`src/hw/rtl/otp_pkg.sv`:
```
// shared types and constants of the one-shot timer pool
package otp_pkg;

  localparam int unsigned OpW   = 3;
  localparam int unsigned KindW = 2;
  localparam int unsigned DurW  = 32;
  localparam int unsigned TagW  = 8;
  localparam int unsigned TimeW = 32;

  typedef enum logic [OpW-1:0] {
    OP_TICK      = 3'd0,
    OP_INSERT    = 3'd1,
    OP_DELETE    = 3'd2,
    OP_FREE_ALL  = 3'd3,
    OP_INIT      = 3'd4,
    OP_READ_TIME = 3'd5
  } opcode_e;

  typedef enum logic [KindW-1:0] {
    KIND_INSERTED = 2'd0,
    KIND_NO_SLOT  = 2'd1,
    KIND_EXPIRED  = 2'd2,
    KIND_TIME     = 2'd3
  } kind_e;

  typedef enum logic [0:0] {
    ALU_ADD = 1'b0,
    ALU_SUB = 1'b1
  } alu_op_e;

  typedef enum logic [2:0] {
    ST_IDLE,
    ST_INC,
    ST_CMP,
    ST_EMIT,
    ST_INSERT,
    ST_READ
  } state_e;

endpackage

```
`src/hw/rtl/otp_alu.sv`:
```
// shared add and compare unit of the timer pool
module otp_alu #(
  parameter int W = 32
) (
  input  otp_pkg::alu_op_e op_i,
  input  logic [W-1:0]     a_i,
  input  logic [W-1:0]     b_i,
  output logic [W-1:0]     res_o,
  output logic             carry_o
);
  import otp_pkg::*;

  logic [W-1:0] b_eff;
  logic         cin;

  // subtract is a plus inverted b plus one; carry out means a >= b
  always_comb begin
    b_eff = (op_i == ALU_SUB) ? ~b_i : b_i;
    cin   = (op_i == ALU_SUB);
    {carry_o, res_o} = {1'b0, a_i} + {1'b0, b_eff} + (W+1)'(cin);
  end

endmodule

```
`src/hw/rtl/one_shot_timer_pool_top.sv`:
```
// Pool of one-shot timer slots driven by a tick count that advances once per
// tick operation. One operation is taken at a time; all time arithmetic
// (count increment, expiry add, expiry compare) goes through a single shared
// adder under a small sequencer. Delete, free all and init complete as they
// are accepted. Insert and read time then pass through their own state, which
// waits for the output register to be free. A tick increments the count, then
// compares every slot, one slot per cycle, then reports each expired slot in
// turn, waiting on the output for each. Expiries come out in slot order with
// tlast on the final one; a tick with no expiry gives no transfer. Results sit
// in an output register, so the next operation may be taken while the last
// result still waits.
module one_shot_timer_pool_top #(
  parameter  int SLOTS     = 3,
  parameter  int TIME_BITS = 32,
  localparam int SlotW     = (SLOTS > 1) ? $clog2(SLOTS) : 1,
  localparam int InW       = ((otp_pkg::DurW + otp_pkg::TagW + SlotW + 7) / 8) * 8,
  localparam int OutW      = ((SlotW + otp_pkg::TagW + otp_pkg::TimeW + 7) / 8) * 8
) (
  input  logic                        clk_i,
  input  logic                        rst_ni,
  input  logic                        s_axis_tvalid,
  output logic                        s_axis_tready,
  input  logic [InW-1:0]              s_axis_tdata,  // duration, tag, slot
  input  logic [otp_pkg::OpW-1:0]     s_axis_tuser,  // opcode
  output logic                        m_axis_tvalid,
  input  logic                        m_axis_tready,
  output logic [OutW-1:0]             m_axis_tdata,  // slot_out, tag_out, time_out
  output logic [otp_pkg::KindW-1:0]   m_axis_tuser,  // kind
  output logic                        m_axis_tlast
);
  import otp_pkg::*;

  localparam logic [SlotW-1:0] LastIdx = SlotW'(SLOTS - 1);

  state_e                state_q, state_d;
  logic [TIME_BITS-1:0]  count_q, count_d;
  logic [SLOTS-1:0]      free_q, free_d;
  logic [SLOTS-1:0]      hit_q, hit_d;
  logic [SlotW-1:0]      idx_q, idx_d;
  logic [DurW-1:0]       dur_q;
  logic [TagW-1:0]       tag_in_q;
  logic [TIME_BITS-1:0]  expiry_q [SLOTS];
  logic [TagW-1:0]       tag_q [SLOTS];

  logic                  out_valid_q, out_valid_d;
  kind_e                 out_kind_q, out_kind_d;
  logic [SlotW-1:0]      out_slot_q, out_slot_d;
  logic [TagW-1:0]       out_tag_q, out_tag_d;
  logic [TimeW-1:0]      out_time_q, out_time_d;
  logic                  out_last_q, out_last_d;
  logic                  out_load, out_free;

  logic                  wr_en;
  logic [SlotW-1:0]      wr_idx;

  alu_op_e               alu_op;
  logic [TIME_BITS-1:0]  alu_a, alu_b, alu_res;
  logic                  alu_carry;

  logic                  accept;
  opcode_e               op_in;
  logic [DurW-1:0]       in_dur;
  logic [TagW-1:0]       in_tag;
  logic [SlotW-1:0]      in_slot;
  logic [SlotW-1:0]      free_idx, hit_idx;
  logic                  has_free, hit_single;

  function automatic logic [SlotW-1:0] lowest_set(input logic [SLOTS-1:0] v);
    logic [SlotW-1:0] r;
    r = '0;
    for (int i = SLOTS - 1; i >= 0; i--) begin
      if (v[i]) r = SlotW'(i);
    end
    return r;
  endfunction

  assign in_dur  = s_axis_tdata[DurW-1:0];
  assign in_tag  = s_axis_tdata[DurW +: TagW];
  assign in_slot = s_axis_tdata[DurW+TagW +: SlotW];
  assign op_in   = opcode_e'(s_axis_tuser);

  assign s_axis_tready = (state_q == ST_IDLE);
  assign accept        = s_axis_tvalid && s_axis_tready;
  assign out_free      = !out_valid_q || m_axis_tready;

  assign free_idx   = lowest_set(free_q);
  assign has_free   = |free_q;
  assign hit_idx    = lowest_set(hit_q);
  assign hit_single = ((hit_q & (hit_q - SLOTS'(1))) == '0);

  otp_alu #(
    .W (TIME_BITS)
  ) u_alu (
    .op_i    (alu_op),
    .a_i     (alu_a),
    .b_i     (alu_b),
    .res_o   (alu_res),
    .carry_o (alu_carry)
  );

  // next state
  always_comb begin
    state_d = state_q;
    case (state_q)
      ST_IDLE: begin
        if (accept) begin
          case (op_in)
            OP_TICK:      state_d = ST_INC;
            OP_INSERT:    state_d = ST_INSERT;
            OP_READ_TIME: state_d = ST_READ;
            default:      state_d = ST_IDLE;
          endcase
        end
      end
      ST_INC: state_d = ST_CMP;
      ST_CMP: begin
        if (idx_q == LastIdx) state_d = ST_EMIT;
      end
      ST_EMIT: begin
        if (hit_q == '0) state_d = ST_IDLE;
        else if (out_free && hit_single) state_d = ST_IDLE;
      end
      ST_INSERT: begin
        if (out_free) state_d = ST_IDLE;
      end
      ST_READ: begin
        if (out_free) state_d = ST_IDLE;
      end
      default: state_d = ST_IDLE;
    endcase
  end

  // datapath control
  always_comb begin
    alu_op     = ALU_SUB;
    alu_a      = count_q;
    alu_b      = expiry_q[idx_q];
    count_d    = count_q;
    free_d     = free_q;
    hit_d      = hit_q;
    idx_d      = idx_q;
    wr_en      = 1'b0;
    wr_idx     = free_idx;
    out_load   = 1'b0;
    out_kind_d = KIND_INSERTED;
    out_slot_d = '0;
    out_tag_d  = '0;
    out_time_d = '0;
    out_last_d = 1'b1;
    case (state_q)
      ST_IDLE: begin
        if (accept) begin
          case (op_in)
            OP_TICK: begin
              idx_d = '0;
              hit_d = '0;
            end
            OP_DELETE: begin
              if ({1'b0, in_slot} < (SlotW+1)'(SLOTS)) free_d[in_slot] = 1'b1;
            end
            OP_FREE_ALL: free_d = '1;
            OP_INIT: begin
              count_d = '0;
              free_d  = '1;
            end
            default: ;
          endcase
        end
      end
      ST_INC: begin
        alu_op  = ALU_ADD;
        alu_b   = TIME_BITS'(1);
        count_d = alu_res;
      end
      ST_CMP: begin
        // count >= expiry of a live slot
        if (!free_q[idx_q] && alu_carry) begin
          hit_d[idx_q]  = 1'b1;
          free_d[idx_q] = 1'b1;
        end
        if (idx_q != LastIdx) idx_d = SlotW'(idx_q + 1'b1);
      end
      ST_EMIT: begin
        if (hit_q != '0 && out_free) begin
          out_load       = 1'b1;
          out_kind_d     = KIND_EXPIRED;
          out_slot_d     = hit_idx;
          out_tag_d      = tag_q[hit_idx];
          out_last_d     = hit_single;
          hit_d[hit_idx] = 1'b0;
        end
      end
      ST_INSERT: begin
        alu_op = ALU_ADD;
        alu_b  = TIME_BITS'(dur_q);
        if (out_free) begin
          out_load = 1'b1;
          if (has_free) begin
            wr_en            = 1'b1;
            free_d[free_idx] = 1'b0;
            out_kind_d       = KIND_INSERTED;
            out_slot_d       = free_idx;
          end else begin
            out_kind_d = KIND_NO_SLOT;
          end
        end
      end
      ST_READ: begin
        if (out_free) begin
          out_load   = 1'b1;
          out_kind_d = KIND_TIME;
          out_time_d = TimeW'(count_q);
        end
      end
      default: ;
    endcase
  end

  assign out_valid_d = out_load ? 1'b1 : (m_axis_tready ? 1'b0 : out_valid_q);

  always_ff @(posedge clk_i or negedge rst_ni) begin
    if (!rst_ni) begin
      state_q     <= ST_IDLE;
      count_q     <= '0;
      free_q      <= '1;
      hit_q       <= '0;
      idx_q       <= '0;
      out_valid_q <= 1'b0;
    end else begin
      state_q     <= state_d;
      count_q     <= count_d;
      free_q      <= free_d;
      hit_q       <= hit_d;
      idx_q       <= idx_d;
      out_valid_q <= out_valid_d;
    end
  end

  always_ff @(posedge clk_i) begin
    if (accept) begin
      dur_q    <= in_dur;
      tag_in_q <= in_tag;
    end
    if (wr_en) begin
      expiry_q[wr_idx] <= alu_res;
      tag_q[wr_idx]    <= tag_in_q;
    end
    if (out_load) begin
      out_kind_q <= out_kind_d;
      out_slot_q <= out_slot_d;
      out_tag_q  <= out_tag_d;
      out_time_q <= out_time_d;
      out_last_q <= out_last_d;
    end
  end

  assign m_axis_tvalid = out_valid_q;
  assign m_axis_tuser  = out_kind_q;
  assign m_axis_tlast  = out_last_q;
  assign m_axis_tdata  = OutW'({out_time_q, out_tag_q, out_slot_q});

  // pending expiries were already freed during the compare pass
  assert property (@(posedge clk_i) disable iff (!rst_ni)
    (hit_q & ~free_q) == '0)
    else $error("pending expiry on a live slot");

  assert property (@(posedge clk_i) disable iff (!rst_ni)
    !(state_q == ST_INC) && !(accept && op_in == OP_INIT) |=> $stable(count_q))
    else $error("tick count changed outside increment or init");

  assert property (@(posedge clk_i) disable iff (!rst_ni)
    (state_q == ST_EMIT && out_load && hit_single) |=> (hit_q == '0 && state_q == ST_IDLE))
    else $error("expiry pass did not finish on last transfer");

  assert property (@(posedge clk_i) disable iff (!rst_ni)
    (accept && op_in == OP_TICK) |=> (state_q == ST_INC && hit_q == '0))
    else $error("tick did not start a clean compare pass");

endmodule
```
`config.mk`:
```
export PLATFORM = sky130hd
export DESIGN_NAME = one_shot_timer_pool_top
export DESIGN_NICKNAME = d
export VERILOG_FILES = /design/src/hw/rtl/otp_pkg.sv /design/src/hw/rtl/otp_alu.sv /design/src/hw/rtl/one_shot_timer_pool_top.sv
export SDC_FILE = /design/constraint.sdc
export NUM_CORES = 1
export LEC_CHECK = 0
export BUFFER_PORTS_ARGS = -buffer_cell sky130_fd_sc_hd__clkbuf_2
export CAP_MARGIN = 5
export CORE_AREA = 2 2 183 167
export CTS_BUF_LIST = sky130_fd_sc_hd__clkbuf_8
export DETAILED_ROUTE_END_ITERATION = 8
export DIE_AREA = 0 0 185 169
export PLACE_DENSITY_LB_ADDON = 0.2
export SYNTH_ARGS = -nofsm -noshare
export SYNTH_HDL_FRONTEND = slang
export SYNTH_SLANG_ARGS = --single-unit
export TNS_END_PERCENT = 100
```
`constraint.sdc`:
```
create_clock -name clk_i -period 6.7 [get_ports clk_i]
set_input_delay 0.335 -clock clk_i [delete_from_list [all_inputs] [get_ports clk_i]]
set_output_delay 0.335 -clock clk_i [all_outputs]
set_load 0.05 [all_outputs]
```
==> impl_metrics.py <==
metrics = {
    "route": {
        "drc_errors": 0,
        "postRouteWirelength_um": 27500,
        "via_per_inst": 5.21,
        "drtIter0Drc": 553,
        "vias": 7698,
        "wl_per_cell_um": 18.6,
        "drt-pass1-iter-count": 5,
        "ant_nets": 0,
    },
    "timing": {
        "setup_viol": 0,
        "post-route-min-period_ps": 4980,
        "timing.hold.ws_ps": 179,
        "fin_skew_ps": 18.8,
        "timing.fmax_mhz": 201,
        "slew_headroom_pct": 23.9,
        "slew_violations": 0,
        "tns_ps": 0,
        "hold_viol": 0,
        "rsz0062_at_grt": "no",
        "worstMarginPinSlew_ps": 1140,
        "fin_crit_sh_pct": 74.3,
    },
    "synthesis": {
        "yosysSeqAreaShare_pct": 62.8,
        "yosysUniqueCellTypes": 66,
        "async_reset_ff_share_pct": 17.7,
        "synth_top_family_by_area": "compound AO/OA/AOI/OAI gates",
        "dominantRegCellSynth": "edfxtp_1",
        "synth_fa_ha_area_share_pct": 3.94,
        "ys_ff_latch": 249,
        "synthSimpleGateAreaFrac_pct": 9.17,
        "yosys_warnings": 0,
        "muxShareOfSynthArea_pct": 3.72,
        "synthCells": 898,
        "yosys.area_share.xor_xnor_pct": 2.35,
        "syn_area_um2": 11600,
        "synth_edf_count": 205,
        "avgSynthCellArea_um2": 12.9,
        "synth-compound-area-share_pct": 15.4,
    },
    "flow_run": {
        "cap_violations": 0,
    },
    "global_routing": {
        "track_usage_pct": 17.9,
        "grt_max_degree": 50,
        "antenna_found_initial": 0,
        "grt_overflow": 0,
        "grt_pass1_wl_um": 43000,
        "grt.met2_usage_pct": 27.8,
        "use_met1_pct": 25.6,
        "met3_usage_pct": 3.12,
        "busiest_layer": "met2",
        "grt_pass1_vias": 7506,
    },
    "power_and_ir_drop": {
        "p_leak_uw": 0.00565,
        "power_per_cell_area_nw_per_um2": 526,
        "vdd_drop_max_mv": 0.188,
    },
    "die": {
        "top_level_ports": 108,
        "initial_core_util_pct": 39.3,
        "fp.dieArea_um2": 31300,
        "die-height_um": 169,
        "num_rows": 60,
        "die_w_um": 185,
        "coreArea_um2": 29400,
    },
    "min_path": {
        "min_path_type": "in2reg",
    },
    "layout": {
        "diodes": 0,
        "n_fill_cell": 2685,
        "syn_to_final_growth_pct": 19.4,
        "drive_above_1_share_pct": 17.9,
        "multi_input_area_um2": 4050,
        "register_area_um2": 7260,
        "final_nets": 1131,
    },
    "clock_network": {
        "post-cts-setup-buffers": 0,
        "clkTransAtPathRegs_ps": 60,
        "clock-sinks": 249,
        "clock_latency_ps": 540,
        "cts_inserted_buffers": 44,
        "cts_root_buffer": "clkbuf_8",
        "cts_buffer_depth": 3,
        "cts_tree": "yes",
        "htreeDepth": 2,
    },
    "place": {
        "portBuffers": 95,
        "gp_congestion": 0.855,
        "hpwlAfterDp_um": 17000,
    },
    "worst_setup_path": {
        "critPathArrivalTime_ps": 5400,
        "critPathCaptureType": "flip-flop",
        "worstSetupPathType": "reg2reg",
        "critPathMaxFanout": 34,
        "critPathLaunchType": "flip-flop",
        "cp.required_ps": 7130,
    },
    "run_status": {
        "status": "finished, final reports clean",
    },
}
critical path, cell delays in order, from the launching register on:
cell and delay (ps):
dfrtp_1 740, nand2b_1 380, nor2_2 210, buf_4 470, a22o_1 230, ha_1 280
and3_1 250, a31oi_1 230, o211ai_1 240, a221oi_2 510, o31ai_1 220, a311oi_1 640
nor4_1 180, a22o_1 260
registers in the layout, summed over array words and instances, names as in the netlist:
| register | cells |
|---|---|
| expiry_q | 96 |
| alu_a | 32 |
| dur_q | 32 |
| out_time_q | 32 |
| tag_q | 24 |
| out_tag_q | 8 |
| tag_in_q | 8 |
| free_q | 3 |
| hit_q | 3 |
| state_q | 3 |
| idx_q | 2 |
| m_axis_tuser | 2 |
| out_slot_q | 2 |
| m_axis_tlast | 1 |
| m_axis_tvalid | 1 |
kinds of logic (layout without fill, tap and decap cells):
group	count (synthesis)	count (layout)
AO/OA/AOI/OAI	250	250
XOR/XNOR	31	31
adder cells (fa/ha/maj)	36	36
buffers and inverters	68	240
flip-flops	249	249
multiplexers	43	43
other	1	6
AND/OR/NAND/NOR	220	220
cell usage after synthesis, types with 2 or more instances:
library cell,instances,share of area [%]
a31oi_1,9,0.49
buf_4,6,0.39
clkbuf_1,50,1.6
o2bb2ai_1,2,0.15
o31ai_1,9,0.58
nand2_1,76,2.5
or4_1,2,0.13
o21ai_0,55,2.4
edfxtp_1,205,53
or3_1,5,0.27
a21oi_1,42,1.8
dfrtp_1,41,8.9
xor2_1,11,0.83
o21bai_1,6,0.39
nor4_1,2,0.11
and2_1,3,0.16
o211ai_1,3,0.19
dfstp_2,3,0.68
and3_1,39,2.1
o22ai_1,2,0.11
a32o_1,2,0.17
nand2b_1,4,0.22
nand3b_1,2,0.13
ha_1,34,3.7
o21a_1,4,0.26
nand4_1,3,0.16
xnor2_1,20,1.5
a311oi_1,2,0.15
or3b_1,2,0.15
mux2i_1,43,3.7
nand3_1,11,0.48
inv_1,9,0.29
nor2_1,47,1.5
nor2b_1,9,0.49
nor3_1,12,0.52
o311ai_0,2,0.15
a221oi_2,2,0.26
a211oi_1,9,0.58
a22o_1,62,4.7
o21ai_1,2,0.087
a21o_1,20,1.3
o41ai_1,2,0.15
cell type report:
cell class,instances,share of cell area (%)
clock buffer,50,4.99
inverter,9,0.245
tap,403,3.66
sequential,249,52.6
multi-input combinational,586,29.4
clock inverter,30,1.85
timing repair buffer,151,7.24
power breakdown:
part / internal, uW / switching [uW] / leakage (uW)
logic: 1130 / 2140 / 0.00271
registers: 2290 / 204 / 0.00241
clock network: 876 / 611 / 0.000527
total: 4300 / 2960 / 0.00565
layer usage:
metal,routed length [um],share of wire (%),vias up
met5,0,0,-
met4,553,2.0,0
met3,1250,4.6,48
met2,12500,46,183
met1,13100,48,3736
li1,-,-,3731
layout by cell type, fill, tap and decap left out, types with 4 or more instances in the layout:
| cell type | instances |
|---|---|
| dlygate4sd3_1 | 41 |
| a21oi_1 | 42 |
| clkinv_2 | 6 |
| edfxtp_1 | 205 |
| nand3_1 | 11 |
| buf_4 | 15 |
| nor2_1 | 44 |
| o21ai_0 | 54 |
| nand2b_1 | 4 |
| clkbuf_2 | 95 |
| nor2b_1 | 9 |
| dfrtp_1 | 40 |
| or3_1 | 5 |
| a211oi_1 | 9 |
| conb_1 | 6 |
| a22o_1 | 62 |
| a21o_1 | 20 |
| clkbuf_8 | 50 |
| ha_1 | 34 |
| clkinv_1 | 7 |
| xor2_1 | 11 |
| mux2i_1 | 43 |
| bufinv_16 | 5 |
| nor3_1 | 11 |
| inv_1 | 20 |
| xnor2_1 | 20 |
| o31ai_1 | 9 |
| o21bai_1 | 6 |
| nand2_1 | 76 |
| o21a_1 | 4 |
| and3_1 | 38 |
| a31oi_1 | 9 |
stage by stage:
step	area [um2]	power (uW)	util (%)	cells	setup slack, ps
floorplan	11600	4960	-	903	920
global placement	12400	5740	42.3	1357	1770
detailed placement	12400	5770	42.3	1357	1720
CTS	13800	7310	46.9	1478	1720
global route	13800	7760	46.9	1478	1290
finish	13800	7260	46.9	1478	1720
final timing paths:
kind                                     endpoint  slack, ps                    from  depth (start not counted)
hold reg to reg             tag_q[2][1]$_DFFE_PP_        470   tag_in_q[1]$_DFFE_PP_                          0
min in group asynchronous    hit_q[2]$_DFFE_PN0P_        450                  rst_ni                          3
setup / recovery             hit_q[2]$_DFFE_PN0P_       1720  state_q[2]$_DFFE_PN0P_                         13
max in group asynchronous    idx_q[0]$_DFFE_PN0P_       5780                  rst_ni                          3
setup reg to reg             hit_q[2]$_DFFE_PN0P_       1720  state_q[2]$_DFFE_PN0P_                         13
hold / removal             state_q[2]$_DFFE_PN0P_        180         s_axis_tuser[0]                          3
timing repair:
| action | 4_1_cts | 5_1_grt |
|---|---|---|
| endpoints found under the hold margin | 81 | 0 |
| gates resized for setup | 0 | 0 |
| hold buffers | 41 | 0 |
(Power assumes the default switching activity.)
